$ cat src/fpa_pkg.sv
// Shared types and constants for the fixed-partition first-fit allocator.
package fpa_pkg;

    localparam int MAX_PARTITIONS = 16;
    localparam int IDX_W          = (MAX_PARTITIONS > 1) ? $clog2(MAX_PARTITIONS) : 1;
    localparam int CNT_W          = $clog2(MAX_PARTITIONS + 1);

    localparam int SIZE_W   = 16;
    localparam int COUNT_W  = 5;
    localparam int OWNER_W  = 16;
    localparam int STATUS_W = 2;
    localparam int PIDX_W   = 4;
    localparam int ADDR_W   = 20;
    localparam int WASTE_W  = 14;
    localparam int PROD_W   = SIZE_W + WASTE_W;

    localparam logic [WASTE_W-1:0] WASTE_SCALE = WASTE_W'(10000);

    localparam logic [0:0] REG_PARTITION_SIZE  = 1'd0;
    localparam logic [0:0] REG_PARTITION_COUNT = 1'd1;

    localparam logic CMD_ALLOC = 1'b0;
    localparam logic CMD_FREE  = 1'b1;

    localparam logic [STATUS_W-1:0] ST_OK      = 2'd0;
    localparam logic [STATUS_W-1:0] ST_NO_FIT  = 2'd1;
    localparam logic [STATUS_W-1:0] ST_UNKNOWN = 2'd2;

    typedef struct packed {
        logic               busy;
        logic [OWNER_W-1:0] owner;
    } part_entry_t;

    typedef struct packed {
        logic             en;
        logic [IDX_W-1:0] addr;
        part_entry_t      data;
    } ram_wr_t;

endpackage

$ cat src/fpa_part_ram.sv
// Partition table memory: one entry per partition, registered read, valid bits for reset.
module fpa_part_ram (
    input  logic                   clk,
    input  logic                   rst_n,
    input  fpa_pkg::ram_wr_t       wr,
    input  logic [fpa_pkg::IDX_W-1:0] rd_addr,
    output fpa_pkg::part_entry_t   rd_data
);
    import fpa_pkg::*;

    part_entry_t               mem_reg [MAX_PARTITIONS];
    logic [MAX_PARTITIONS-1:0] valid_reg;
    part_entry_t               rd_data_reg;

    always_ff @(posedge clk or negedge rst_n)
    begin
        if (!rst_n)
        begin
            valid_reg <= '0;
        end
        else if (wr.en)
        begin
            valid_reg[wr.addr] <= 1'b1;
        end
    end

    always_ff @(posedge clk)
    begin
        if (wr.en)
        begin
            mem_reg[wr.addr] <= wr.data;
        end
        // never-written entries read as free, no owner
        rd_data_reg <= valid_reg[rd_addr] ? mem_reg[rd_addr] : '0;
    end

    assign rd_data = rd_data_reg;

endmodule

$ cat src/fpa_waste_div.sv
// Waste computation: (size - request) * 10000 / size, one quotient bit per cycle.
module fpa_waste_div (
    input  logic                        clk,
    input  logic                        rst_n,
    input  logic                        start,
    input  logic [fpa_pkg::SIZE_W-1:0]  psize,
    input  logic [fpa_pkg::SIZE_W-1:0]  req,
    output logic                        busy,
    output logic [fpa_pkg::WASTE_W-1:0] quotient
);
    import fpa_pkg::*;

    typedef enum logic [1:0] {
        S_IDLE,
        S_MUL,
        S_INIT,
        S_DIV
    } div_state_t;

    localparam int ITER_W = $clog2(WASTE_W + 1);

    div_state_t          state_reg;
    logic [SIZE_W-1:0]   diff_reg;
    logic [SIZE_W-1:0]   divisor_reg;
    logic [PROD_W-1:0]   prod_reg;
    logic [SIZE_W-1:0]   rem_reg;
    logic [WASTE_W-1:0]  shift_reg;
    logic [ITER_W-1:0]   iter_reg;

    logic [SIZE_W:0]     trial;
    logic                qbit;

    // quotient stays below 2^14, so the top dividend bits start below the divisor
    assign trial = {rem_reg, shift_reg[WASTE_W-1]};
    assign qbit  = (trial >= {1'b0, divisor_reg});

    always_ff @(posedge clk or negedge rst_n)
    begin
        if (!rst_n)
        begin
            state_reg <= S_IDLE;
            iter_reg  <= '0;
        end
        else
        begin
            unique case (state_reg)
                S_IDLE:
                begin
                    if (start)
                    begin
                        diff_reg    <= psize - req;
                        divisor_reg <= psize;
                        state_reg   <= S_MUL;
                    end
                end
                S_MUL:
                begin
                    prod_reg  <= PROD_W'(diff_reg) * PROD_W'(WASTE_SCALE);
                    state_reg <= S_INIT;
                end
                S_INIT:
                begin
                    rem_reg   <= prod_reg[PROD_W-1:WASTE_W];
                    shift_reg <= prod_reg[WASTE_W-1:0];
                    iter_reg  <= '0;
                    state_reg <= S_DIV;
                end
                S_DIV:
                begin
                    rem_reg   <= qbit ? SIZE_W'(trial - {1'b0, divisor_reg})
                                      : trial[SIZE_W-1:0];
                    shift_reg <= {shift_reg[WASTE_W-2:0], qbit};
                    iter_reg  <= iter_reg + 1'b1;
                    if (iter_reg == ITER_W'(WASTE_W - 1))
                    begin
                        state_reg <= S_IDLE;
                    end
                end
                default:
                begin
                    state_reg <= S_IDLE;
                end
            endcase
        end
    end

    assign busy     = (state_reg != S_IDLE);
    assign quotient = shift_reg;

endmodule

$ cat src/fixed_partition_first_fit_allocator.sv
// Top level of the fixed-partition first-fit allocator: command sequencer and result register.
//
// Usage:
//   Input stream (s_*): one command per transaction. s_tuser is the command
//   (0 allocate, 1 free by owner id); s_tdata carries request_size and
//   owner_to_free. Output stream (m_*): one result per command, in order.
//   Configuration: cfg_index 0 writes partition_size, 1 partition_count;
//   write only while no command is in flight.
// Sequencing:
//   One command at a time. The table is scanned from entry 0, one entry per
//   cycle, through the registered read of the table memory. In parallel the
//   waste divider runs (multiply, load, 14 quotient bits). The result is
//   registered once the scan and the divider are both done and the output
//   register is free; the next command is taken after that, once the
//   sequencer is back in idle.
// Reset: all partitions free, owner id counter at 1, partition_size 64,
//   partition_count 16. No clearing pass: per-entry valid bits cover it.
// Stall: the result waits in an output register while the next command is
//   accepted and processed; its completion waits while the register is full.
module fixed_partition_first_fit_allocator (
    input  logic        clk,
    input  logic        rst_n,
    // input stream
    input  logic        s_tvalid,
    output logic        s_tready,
    input  logic [31:0] s_tdata,   // [15:0] request_size, [31:16] owner_to_free
    input  logic        s_tuser,   // [0] command
    // output stream
    output logic        m_tvalid,
    input  logic        m_tready,
    output logic [55:0] m_tdata,   // [1:0] status, [5:2] partition_index,
                                   // [25:6] start_address, [41:26] owner_id,
                                   // [55:42] waste_hundredths
    // configuration write port
    input  logic        cfg_we,
    input  logic [0:0]  cfg_index,
    input  logic [15:0] cfg_data
);
    import fpa_pkg::*;

    typedef enum logic [1:0] {
        S_IDLE,
        S_SCAN,
        S_DONE
    } seq_state_t;

    seq_state_t          state_reg;
    logic [SIZE_W-1:0]   psize_reg;
    logic [COUNT_W-1:0]  pcount_reg;
    logic [OWNER_W-1:0]  next_id_reg;

    logic                cmd_reg;
    logic [SIZE_W-1:0]   req_reg;
    logic [OWNER_W-1:0]  who_reg;
    logic [CNT_W-1:0]    n_reg;
    logic [CNT_W-1:0]    scan_reg;
    logic                chk_valid_reg;
    logic [IDX_W-1:0]    chk_idx_reg;
    logic                found_reg;
    logic [IDX_W-1:0]    found_idx_reg;
    logic [OWNER_W-1:0]  found_owner_reg;

    logic                out_valid_reg;
    logic [55:0]         out_data_reg;

    logic [CNT_W-1:0]    n_sat;
    logic                issue;
    logic [IDX_W-1:0]    rd_addr;
    part_entry_t         rd_data;
    logic                hit;
    ram_wr_t             ram_wr;
    logic                accept;
    logic                div_busy;
    logic [WASTE_W-1:0]  div_q;
    logic                finish;

    logic [31:0]         idx_full;
    logic [31:0]         addr_full;
    logic [STATUS_W-1:0] res_status;
    logic [PIDX_W-1:0]   res_idx;
    logic [ADDR_W-1:0]   res_addr;
    logic [OWNER_W-1:0]  res_owner;
    logic [WASTE_W-1:0]  res_waste;

    // counts beyond the table depth saturate
    assign n_sat = (32'(pcount_reg) > MAX_PARTITIONS) ? CNT_W'(MAX_PARTITIONS)
                                                      : CNT_W'(pcount_reg);

    assign accept  = (state_reg == S_IDLE) && s_tvalid;
    assign issue   = (state_reg == S_SCAN) && (scan_reg < n_reg);
    assign rd_addr = scan_reg[IDX_W-1:0];

    // allocate wants a free entry that covers the request; free wants the owner
    always_comb
    begin
        if (cmd_reg == CMD_ALLOC)
        begin
            hit = !rd_data.busy && (psize_reg >= req_reg);
        end
        else
        begin
            hit = rd_data.busy && (rd_data.owner == who_reg);
        end
    end

    // write back the claimed or released entry in the cycle it is found
    always_comb
    begin
        ram_wr.en         = (state_reg == S_SCAN) && chk_valid_reg && hit;
        ram_wr.addr       = chk_idx_reg;
        ram_wr.data.busy  = (cmd_reg == CMD_ALLOC);
        ram_wr.data.owner = (cmd_reg == CMD_ALLOC) ? next_id_reg : '0;
    end

    fpa_part_ram u_ram (
        .clk     (clk),
        .rst_n   (rst_n),
        .wr      (ram_wr),
        .rd_addr (rd_addr),
        .rd_data (rd_data)
    );

    fpa_waste_div u_div (
        .clk      (clk),
        .rst_n    (rst_n),
        .start    (accept),
        .psize    (psize_reg),
        .req      (s_tdata[15:0]),
        .busy     (div_busy),
        .quotient (div_q)
    );

    // result assembly; address always uses the current partition size
    assign idx_full  = 32'(found_idx_reg);
    assign addr_full = idx_full * 32'(psize_reg);

    always_comb
    begin
        if (found_reg)
        begin
            res_status = ST_OK;
            res_idx    = idx_full[PIDX_W-1:0];
            res_addr   = addr_full[ADDR_W-1:0];
            res_owner  = found_owner_reg;
            res_waste  = ((cmd_reg == CMD_ALLOC) && (req_reg != '0)) ? div_q : '0;
        end
        else
        begin
            res_status = (cmd_reg == CMD_ALLOC) ? ST_NO_FIT : ST_UNKNOWN;
            res_idx    = '0;
            res_addr   = '0;
            res_owner  = '0;
            res_waste  = '0;
        end
    end

    assign finish = (state_reg == S_DONE) && !div_busy && (!out_valid_reg || m_tready);

    always_ff @(posedge clk or negedge rst_n)
    begin
        if (!rst_n)
        begin
            state_reg     <= S_IDLE;
            psize_reg     <= SIZE_W'(64);
            pcount_reg    <= COUNT_W'(16);
            next_id_reg   <= OWNER_W'(1);
            out_valid_reg <= 1'b0;
            chk_valid_reg <= 1'b0;
            found_reg     <= 1'b0;
        end
        else
        begin
            if (cfg_we)
            begin
                unique case (cfg_index)
                    REG_PARTITION_SIZE:  psize_reg  <= cfg_data[SIZE_W-1:0];
                    REG_PARTITION_COUNT: pcount_reg <= cfg_data[COUNT_W-1:0];
                    default:             ;
                endcase
            end

            if (m_tready && out_valid_reg)
            begin
                out_valid_reg <= 1'b0;
            end

            unique case (state_reg)
                S_IDLE:
                begin
                    if (s_tvalid)
                    begin
                        cmd_reg       <= s_tuser;
                        req_reg       <= s_tdata[15:0];
                        who_reg       <= s_tdata[31:16];
                        n_reg         <= n_sat;
                        scan_reg      <= '0;
                        chk_valid_reg <= 1'b0;
                        found_reg     <= 1'b0;
                        // no active partitions: nothing to scan
                        state_reg     <= (n_sat == '0) ? S_DONE : S_SCAN;
                    end
                end
                S_SCAN:
                begin
                    scan_reg      <= scan_reg + CNT_W'(issue);
                    chk_valid_reg <= issue;
                    chk_idx_reg   <= rd_addr;
                    if (chk_valid_reg && hit)
                    begin
                        found_reg     <= 1'b1;
                        found_idx_reg <= chk_idx_reg;
                        chk_valid_reg <= 1'b0;
                        if (cmd_reg == CMD_ALLOC)
                        begin
                            found_owner_reg <= next_id_reg;
                            // id 0 is never issued
                            next_id_reg <= (next_id_reg == '1) ? OWNER_W'(1)
                                                               : next_id_reg + 1'b1;
                        end
                        else
                        begin
                            found_owner_reg <= who_reg;
                        end
                        state_reg <= S_DONE;
                    end
                    else if (chk_valid_reg && !issue)
                    begin
                        state_reg <= S_DONE;
                    end
                end
                S_DONE:
                begin
                    if (finish)
                    begin
                        out_data_reg  <= {res_waste, res_owner, res_addr, res_idx, res_status};
                        out_valid_reg <= 1'b1;
                        state_reg     <= S_IDLE;
                    end
                end
                default:
                begin
                    state_reg <= S_IDLE;
                end
            endcase
        end
    end

    assign s_tready = (state_reg == S_IDLE);
    assign m_tvalid = out_valid_reg;
    assign m_tdata  = out_data_reg;

endmodule
$ cat config.mk
export PLATFORM = sky130hd
export DESIGN_NAME = fixed_partition_first_fit_allocator
export DESIGN_NICKNAME = d
export VERILOG_FILES = /design/src/fpa_pkg.sv /design/src/fpa_part_ram.sv /design/src/fpa_waste_div.sv /design/src/fixed_partition_first_fit_allocator.sv
export SDC_FILE = /design/constraint.sdc
export NUM_CORES = 1
export LEC_CHECK = 0
export BUFFER_PORTS_ARGS = -buffer_cell sky130_fd_sc_hd__buf_2
export CORE_UTILIZATION = 50
export CTS_CLUSTER_SIZE = 12
export DETAILED_ROUTE_END_ITERATION = 8
export PLACE_DENSITY = 0.67
export SLEW_MARGIN = 10
export SYNTH_ARGS = -nofsm -noshare
export SYNTH_HDL_FRONTEND = slang
export SYNTH_SLANG_ARGS = --single-unit
$ cat constraint.sdc
create_clock -name clk -period 17.5 [get_ports clk]
set_clock_uncertainty 0.05 [all_clocks]
set_input_delay 2.625 -clock clk [delete_from_list [all_inputs] [get_ports clk]]
set_output_delay 2.625 -clock clk [all_outputs]
set_load 0.005 [all_outputs]
# Word level (Yosys, flattened, before mapping)
# Memories as Yosys holds them, arrays and structs flattened. A register that Yosys moved wholly into a read port is not among the register bits.
# Index checks and enable logic that the tools add are counted.
[word_totals]
reg_bits = 275
ramBits = 272
input_bits = 55
output_inout_bits = 58
memories = 1
[mem_list]
columns = ["memory", "depth", "width", "read_ports", "rd_clocked_by_memory_dff", "write_ports", "line", "rtl"]
rows = [
  ["u_ram.mem_reg", 16, 17, 1, 1, 1, "fpa_part_ram.sv:11", "part_entry_t mem_reg [MAX_PARTITIONS];"],
]
[classes]
addsub = 5
multipliers = 2
order_cmp = 7
eq_ne = 14
n_mux = 35
n_bitwise = 3
n_reduce_logical = 42
[op_table]
columns = ["operator", "n"]
rows = [
  ["2-to-1 mux 16 bit", 4],
  ["case mux 16 bit (2 select lines)", 1],
  ["subtractor 16 bit", 2],
  ["case mux 14 bit (2 select lines)", 1],
  ["multiplier 16 x 10 -> 26 bit, second input constant", 1],
  ["AND reduction 3 bit", 8],
  ["multiplier 4 x 16 -> 20 bit", 1],
  ["greater-or-equal comparator 17 x 16 -> 1 bit", 1],
  ["adder 16 x 1 -> 16 bit, second input constant", 1],
  ["== test 16 bit", 1],
  ["== test 16 bit, second input constant", 1],
  ["greater-or-equal comparator 16 bit", 1],
  ["2-to-1 mux 2 bit", 8],
  ["OR 16 bit", 1],
  ["AND reduction 2 bit", 8],
  ["nonzero test 16 bit", 1],
  ["logical AND 1 bit", 13],
  ["2-to-1 mux 1 bit", 11],
  ["less-than comparator 4 x 5 -> 1 bit, second input constant", 2],
  ["2-to-1 mux 5 bit", 2],
  ["case mux 5 bit (2 select lines)", 1],
  ["case mux 2 bit (4 select lines)", 1],
  ["case mux 4 bit (2 select lines)", 1],
  ["== test 2 bit, second input constant", 3],
  ["other kinds (20)", 33],
]

# Depth between registers and ports, before layout
[logic_depth]
depth_word = 7
depth_mapped = 19

# Hierarchy
# Synthesis repeated with hierarchy kept, for this count alone.
[hier_totals]
hier_cells = 1979
area_unflattened_um2 = 27863.0
[modules_own_cells]
columns = ["module", "n_inst", "cells_per_inst", "area_per_inst_um2", "seq_area_each_um2"]
rows = [
  ["fpa_part_ram", 1, 498, 11325.9, 8908.5],
  ["fixed_partition_first_fit_allocator", 1, 733, 8798.4, 4748.3],
  ["fpa_waste_div", 1, 748, 7738.7, 2792.7],
]

# Worst setup path before layout
# No wires, ideal clock.
[synth_timing]
path_kind = "input to register"
from = "input m_tready"
to = "register out_data_reg[0], in the netlist m_tdata[0], enable pin"
setup_time_ns = 0.629
arrival_time_ns = 8.494
setup_slack_ns = 8.327
stages = 2
n_path_buf = 0
cell_sequence = "nor2b_1 > nor4b_1"
[synth_via]
elab_chain_len = 3
[synth_lines]
columns = ["item", "line", "rtl"]
rows = [
  ["start, declared", "fixed_partition_first_fit_allocator.sv:30", "input logic m_tready,"],
  ["logical OR 1 bit", "fixed_partition_first_fit_allocator.sv:157", "assign finish = (state_reg == S_DONE) && !div_busy && (!out_valid_reg || m_tready);"],
  ["logical AND 1 bit", "fixed_partition_first_fit_allocator.sv:157", ""],
  ["AND reduction 3 bit (no line)", "--", ""],
  ["end signal, assigned", "fixed_partition_first_fit_allocator.sv:235", "out_data_reg <= {res_waste, res_owner, res_addr, res_idx, res_status};"],
  ["end, declared", "fixed_partition_first_fit_allocator.sv:64", "logic [55:0] out_data_reg;"],
]
# No other way between the ends.
# A chain may end at the register's enable or synchronous reset.

# Worst setup path in the final report
[layout_timing]
from = "register u_div.diff_reg[6]"
to = "register u_div.prod_reg[25], data pin"
[layout_via]
elab_chain_len = 1
[layout_lines]
columns = ["item", "line", "rtl"]
rows = [
  ["start, declared", "fpa_waste_div.sv:23", "logic [SIZE_W-1:0] diff_reg;"],
  ["start signal, assigned", "fpa_waste_div.sv:51", "diff_reg <= psize - req;"],
  ["multiplier 16 x 10 -> 26 bit", "fpa_waste_div.sv:58", "prod_reg <= PROD_W'(diff_reg) * PROD_W'(WASTE_SCALE);"],
  ["end signal, assigned", "fpa_waste_div.sv:58", ""],
  ["end, declared", "fpa_waste_div.sv:25", "logic [PROD_W-1:0] prod_reg;"],
]
# No other way between the ends.

==> impl_metrics.yaml <==
outcome:
  outcome: "completed"
synthesis:
  synth.distinct_cells: 73
  synth_area_um2: 28000
  synth_ff_type: "edfxtp_1"
  avgSynthCellArea_um2: 14.3
  yosys_warnings: 0
  synth_seq_area_share: 0.587
  synth_edf_count: 483
  syn_nets: 2234
  synth_cells: 1960
  synth_seq_cells: 564
  synthArstFlopShare: 0.113
timing:
  rsz0062_at_grt: "no"
  worstMarginPinSlew_ps: 1260
  holdWs_ps: 394
  period_needed_ps: 5110
  drv_slew: 0
  fin_crit_sh: 0.292
  setup-tns-final_ps: 0
  maxSlewHeadroom: 0.159
  hold_viol: 0
  setup_viol: 0
  fmax_mhz: 196
cells_and_area:
  area_delta_synth_final_pct: 12.4
  nFillCells: 4325
  multi_input_area_um2: 10600
  antenna_cells: 0
  largest_reg_flops: 272
  drive_gt1_frac: 0.183
  nets: 2382
  layout_commonest_cell: "edfxtp_1"
  most-common-layout-cells: "edfxtp_1 (483), inv_1 (227), ha_1 (154), buf_2 (112)"
  regArea_um2: 16400
grt:
  grt_pass1_vias: 16500
  grt_pass1_wl_um: 96100
  grt_overflow: 0
  track_usage: 0.224
  antenna_found_initial: 2
  grt_max_degree: 56
detailed_routing:
  wl_um: 62700
  final_antenna_net_count: 0
  via_per_inst: 5.63
  wl_met1_um: 27900
  wl_met3_um: 3920
  drt-initial-drc-count: 1444
  drt-pass1-iter-count: 6
  dr_wl_met2_um: 29200
  vias: 16300
  avgRoutedWirePerCell_um: 21.6
  drcViolationCount: 0
  dr.max_layer_used: "met4"
cts:
  hold_buffers: 0
  htreeDepth: 2
  path_clk_slew_ps: 60
  cts_buffers: 59
  cts_tree: "done"
  ctsResizeCount: 0
  clk_latency_ps: 670
  cts_root_buffer: "clkbuf_16"
  clockBufferDepth: 3
  clock_sinks: 564
  postCtsSetupRepairBufs: 0
worst_hold_path:
  min_path_type: "reg -> reg"
worst_setup_path:
  critPathLaunchType: "register"
  endpoint_kind: "register"
  cp_max_fo: 5
  crit_required_ps: 17830
  cp_common_cell: "inv_1"
  arrival_ps: 5440
  slowest_delay_ps: 540
  critical_path_class: "reg -> reg"
  worst_path_max_delay_cell: "fa_1"
  worstPathCellList: "inv_1, fa_1, inv_1, ha_1, fa_1, ha_1, inv_1, fa_1, inv_1, ha_1, and3_1, and2_1, a221oi_1, a21boi_0, a21oi_1, o21ai_0, xor2_1"
die:
  fp.dieW_um: 239
  design.core.area_um2: 55200
  io_pins: 113
  fp.dieH_um: 239
  start_util: 0.508
  row_count: 86
  die-area_um2: 57000
placed_design:
  portBuffers: 112
  globalplace.congestion: 0.874
  dp_hpwl_um: 41600
pwr:
  p_leak_uw: 0.0128
  p_per_area_nw_per_um2: 137
  peakVddDrop_mv: 0.0975
flow_run:
  drv_cap: 0
==> area by class of cell <==
cell class | count | area share
Inverter | 227 | 0.0270
Multi-Input combinational cell | 1106 | 0.337
Timing Repair Buffer | 150 | 0.0268
Clock inverter | 22 | 0.00607
Tap cell | 748 | 0.0297
Sequential cell | 564 | 0.522
Clock buffer | 88 | 0.0519
==> Yosys cell counts, types with 8 or more instances <==
master    count  share of area
edfxtp_1    483           0.52
inv_1       227          0.030
ha_1        154          0.069
and2_1       90          0.020
mux4_2       90          0.072
nand2_1      72         0.0096
fa_1         65          0.046
dfrtp_1      61          0.054
nor2_1       61         0.0082
a21oi_1      53         0.0095
nor2b_1      50          0.011
a21o_1       48          0.013
o21ai_0      46         0.0082
clkbuf_1     41         0.0055
xor2_1       41          0.013
xnor2_1      35          0.011
mux2_2       31          0.012
nor4_1       26         0.0058
nand3_1      20         0.0036
o41ai_1      20         0.0062
mux2i_1      19         0.0068
nand2b_1     18         0.0040
dfxtp_1      17          0.012
o21a_1       17         0.0046
nor3_1       14         0.0025
nand4_1      12         0.0027
buf_1        11         0.0015
o31ai_1      10         0.0027
a31oi_1       9         0.0020
and3_1        8         0.0018
buf_2         8         0.0014
o21bai_1      8         0.0021
==> final timing paths <==
kind	startpoint	to	slack, ps	cells after the start
worst max register to register	u_div.diff_reg[6]	u_div.prod_reg[25]	12390	17
worst min register to register	u_ram.valid_reg[3]	u_ram.valid_reg[3]	390	2
max in group asynchronous	rst_n	pcount_reg[4]	14370	2
worst max-delay path	u_div.diff_reg[6]	u_div.prod_reg[25]	12390	17
min in group asynchronous	rst_n	u_ram.valid_reg[9]	1990	1
worst min-delay path	u_ram.valid_reg[3]	u_ram.valid_reg[3]	390	2
==> layer usage <==
metal | track usage | vias up
li1 | - | 7478
met1 | 0.319 | 8221
met2 | 0.355 | 532
met3 | 0.0373 | 110
met4 | 0.0666 | 0
met5 | 0 | -
==> per-stage QoR <==
stage	worst slack, ps	power (uW)	util	cell area (um2)	instances
6_report	12390	4310	0.571	31500	2905
5_1_grt	12110	4550	0.571	31500	2905
4_1_cts	12400	4340	0.571	31500	2905
3_5_place_dp	12420	3150	0.538	29700	2795
3_3_place_gp	12510	3120	0.538	29700	2795
2_1_floorplan	8330	2770	-	28000	1960
==> worst max-delay path: cells and delay by family, from the launching register on <==
kind                     cells  cell delay [ps]
flip-flops                   1              400
adder cells (fa/ha/maj)      6             2460
AO/OA/AOI/OAI                4             1110
XOR/XNOR                     1              170
AND/OR/NAND/NOR              2              410
buffers and inverters        4              260
==> report_power, final <==
| part | total (uW) | internal (uW) | switching [uW] |
|---|---|---|---|
| combinational | 1380 | 571 | 812 |
| sequential | 1740 | 1650 | 91.4 |
| clock | 1180 | 651 | 530 |
| total | 4310 | 2880 | 1430 |
==> kinds of logic (layout without fill, tap and decap cells) <==
logic type      Yosys count  count (layout)  share of synthesized area
simple gates            414             414                     0.0815
flops                   564             564                      0.587
mux                     140             140                     0.0915
fa+ha+maj               219             219                      0.115
compound gates          257             257                     0.0617
xor+xnor                 76              76                     0.0237
buf+inv                 290             487                     0.0398
Power figures use the tool's default switching activity.
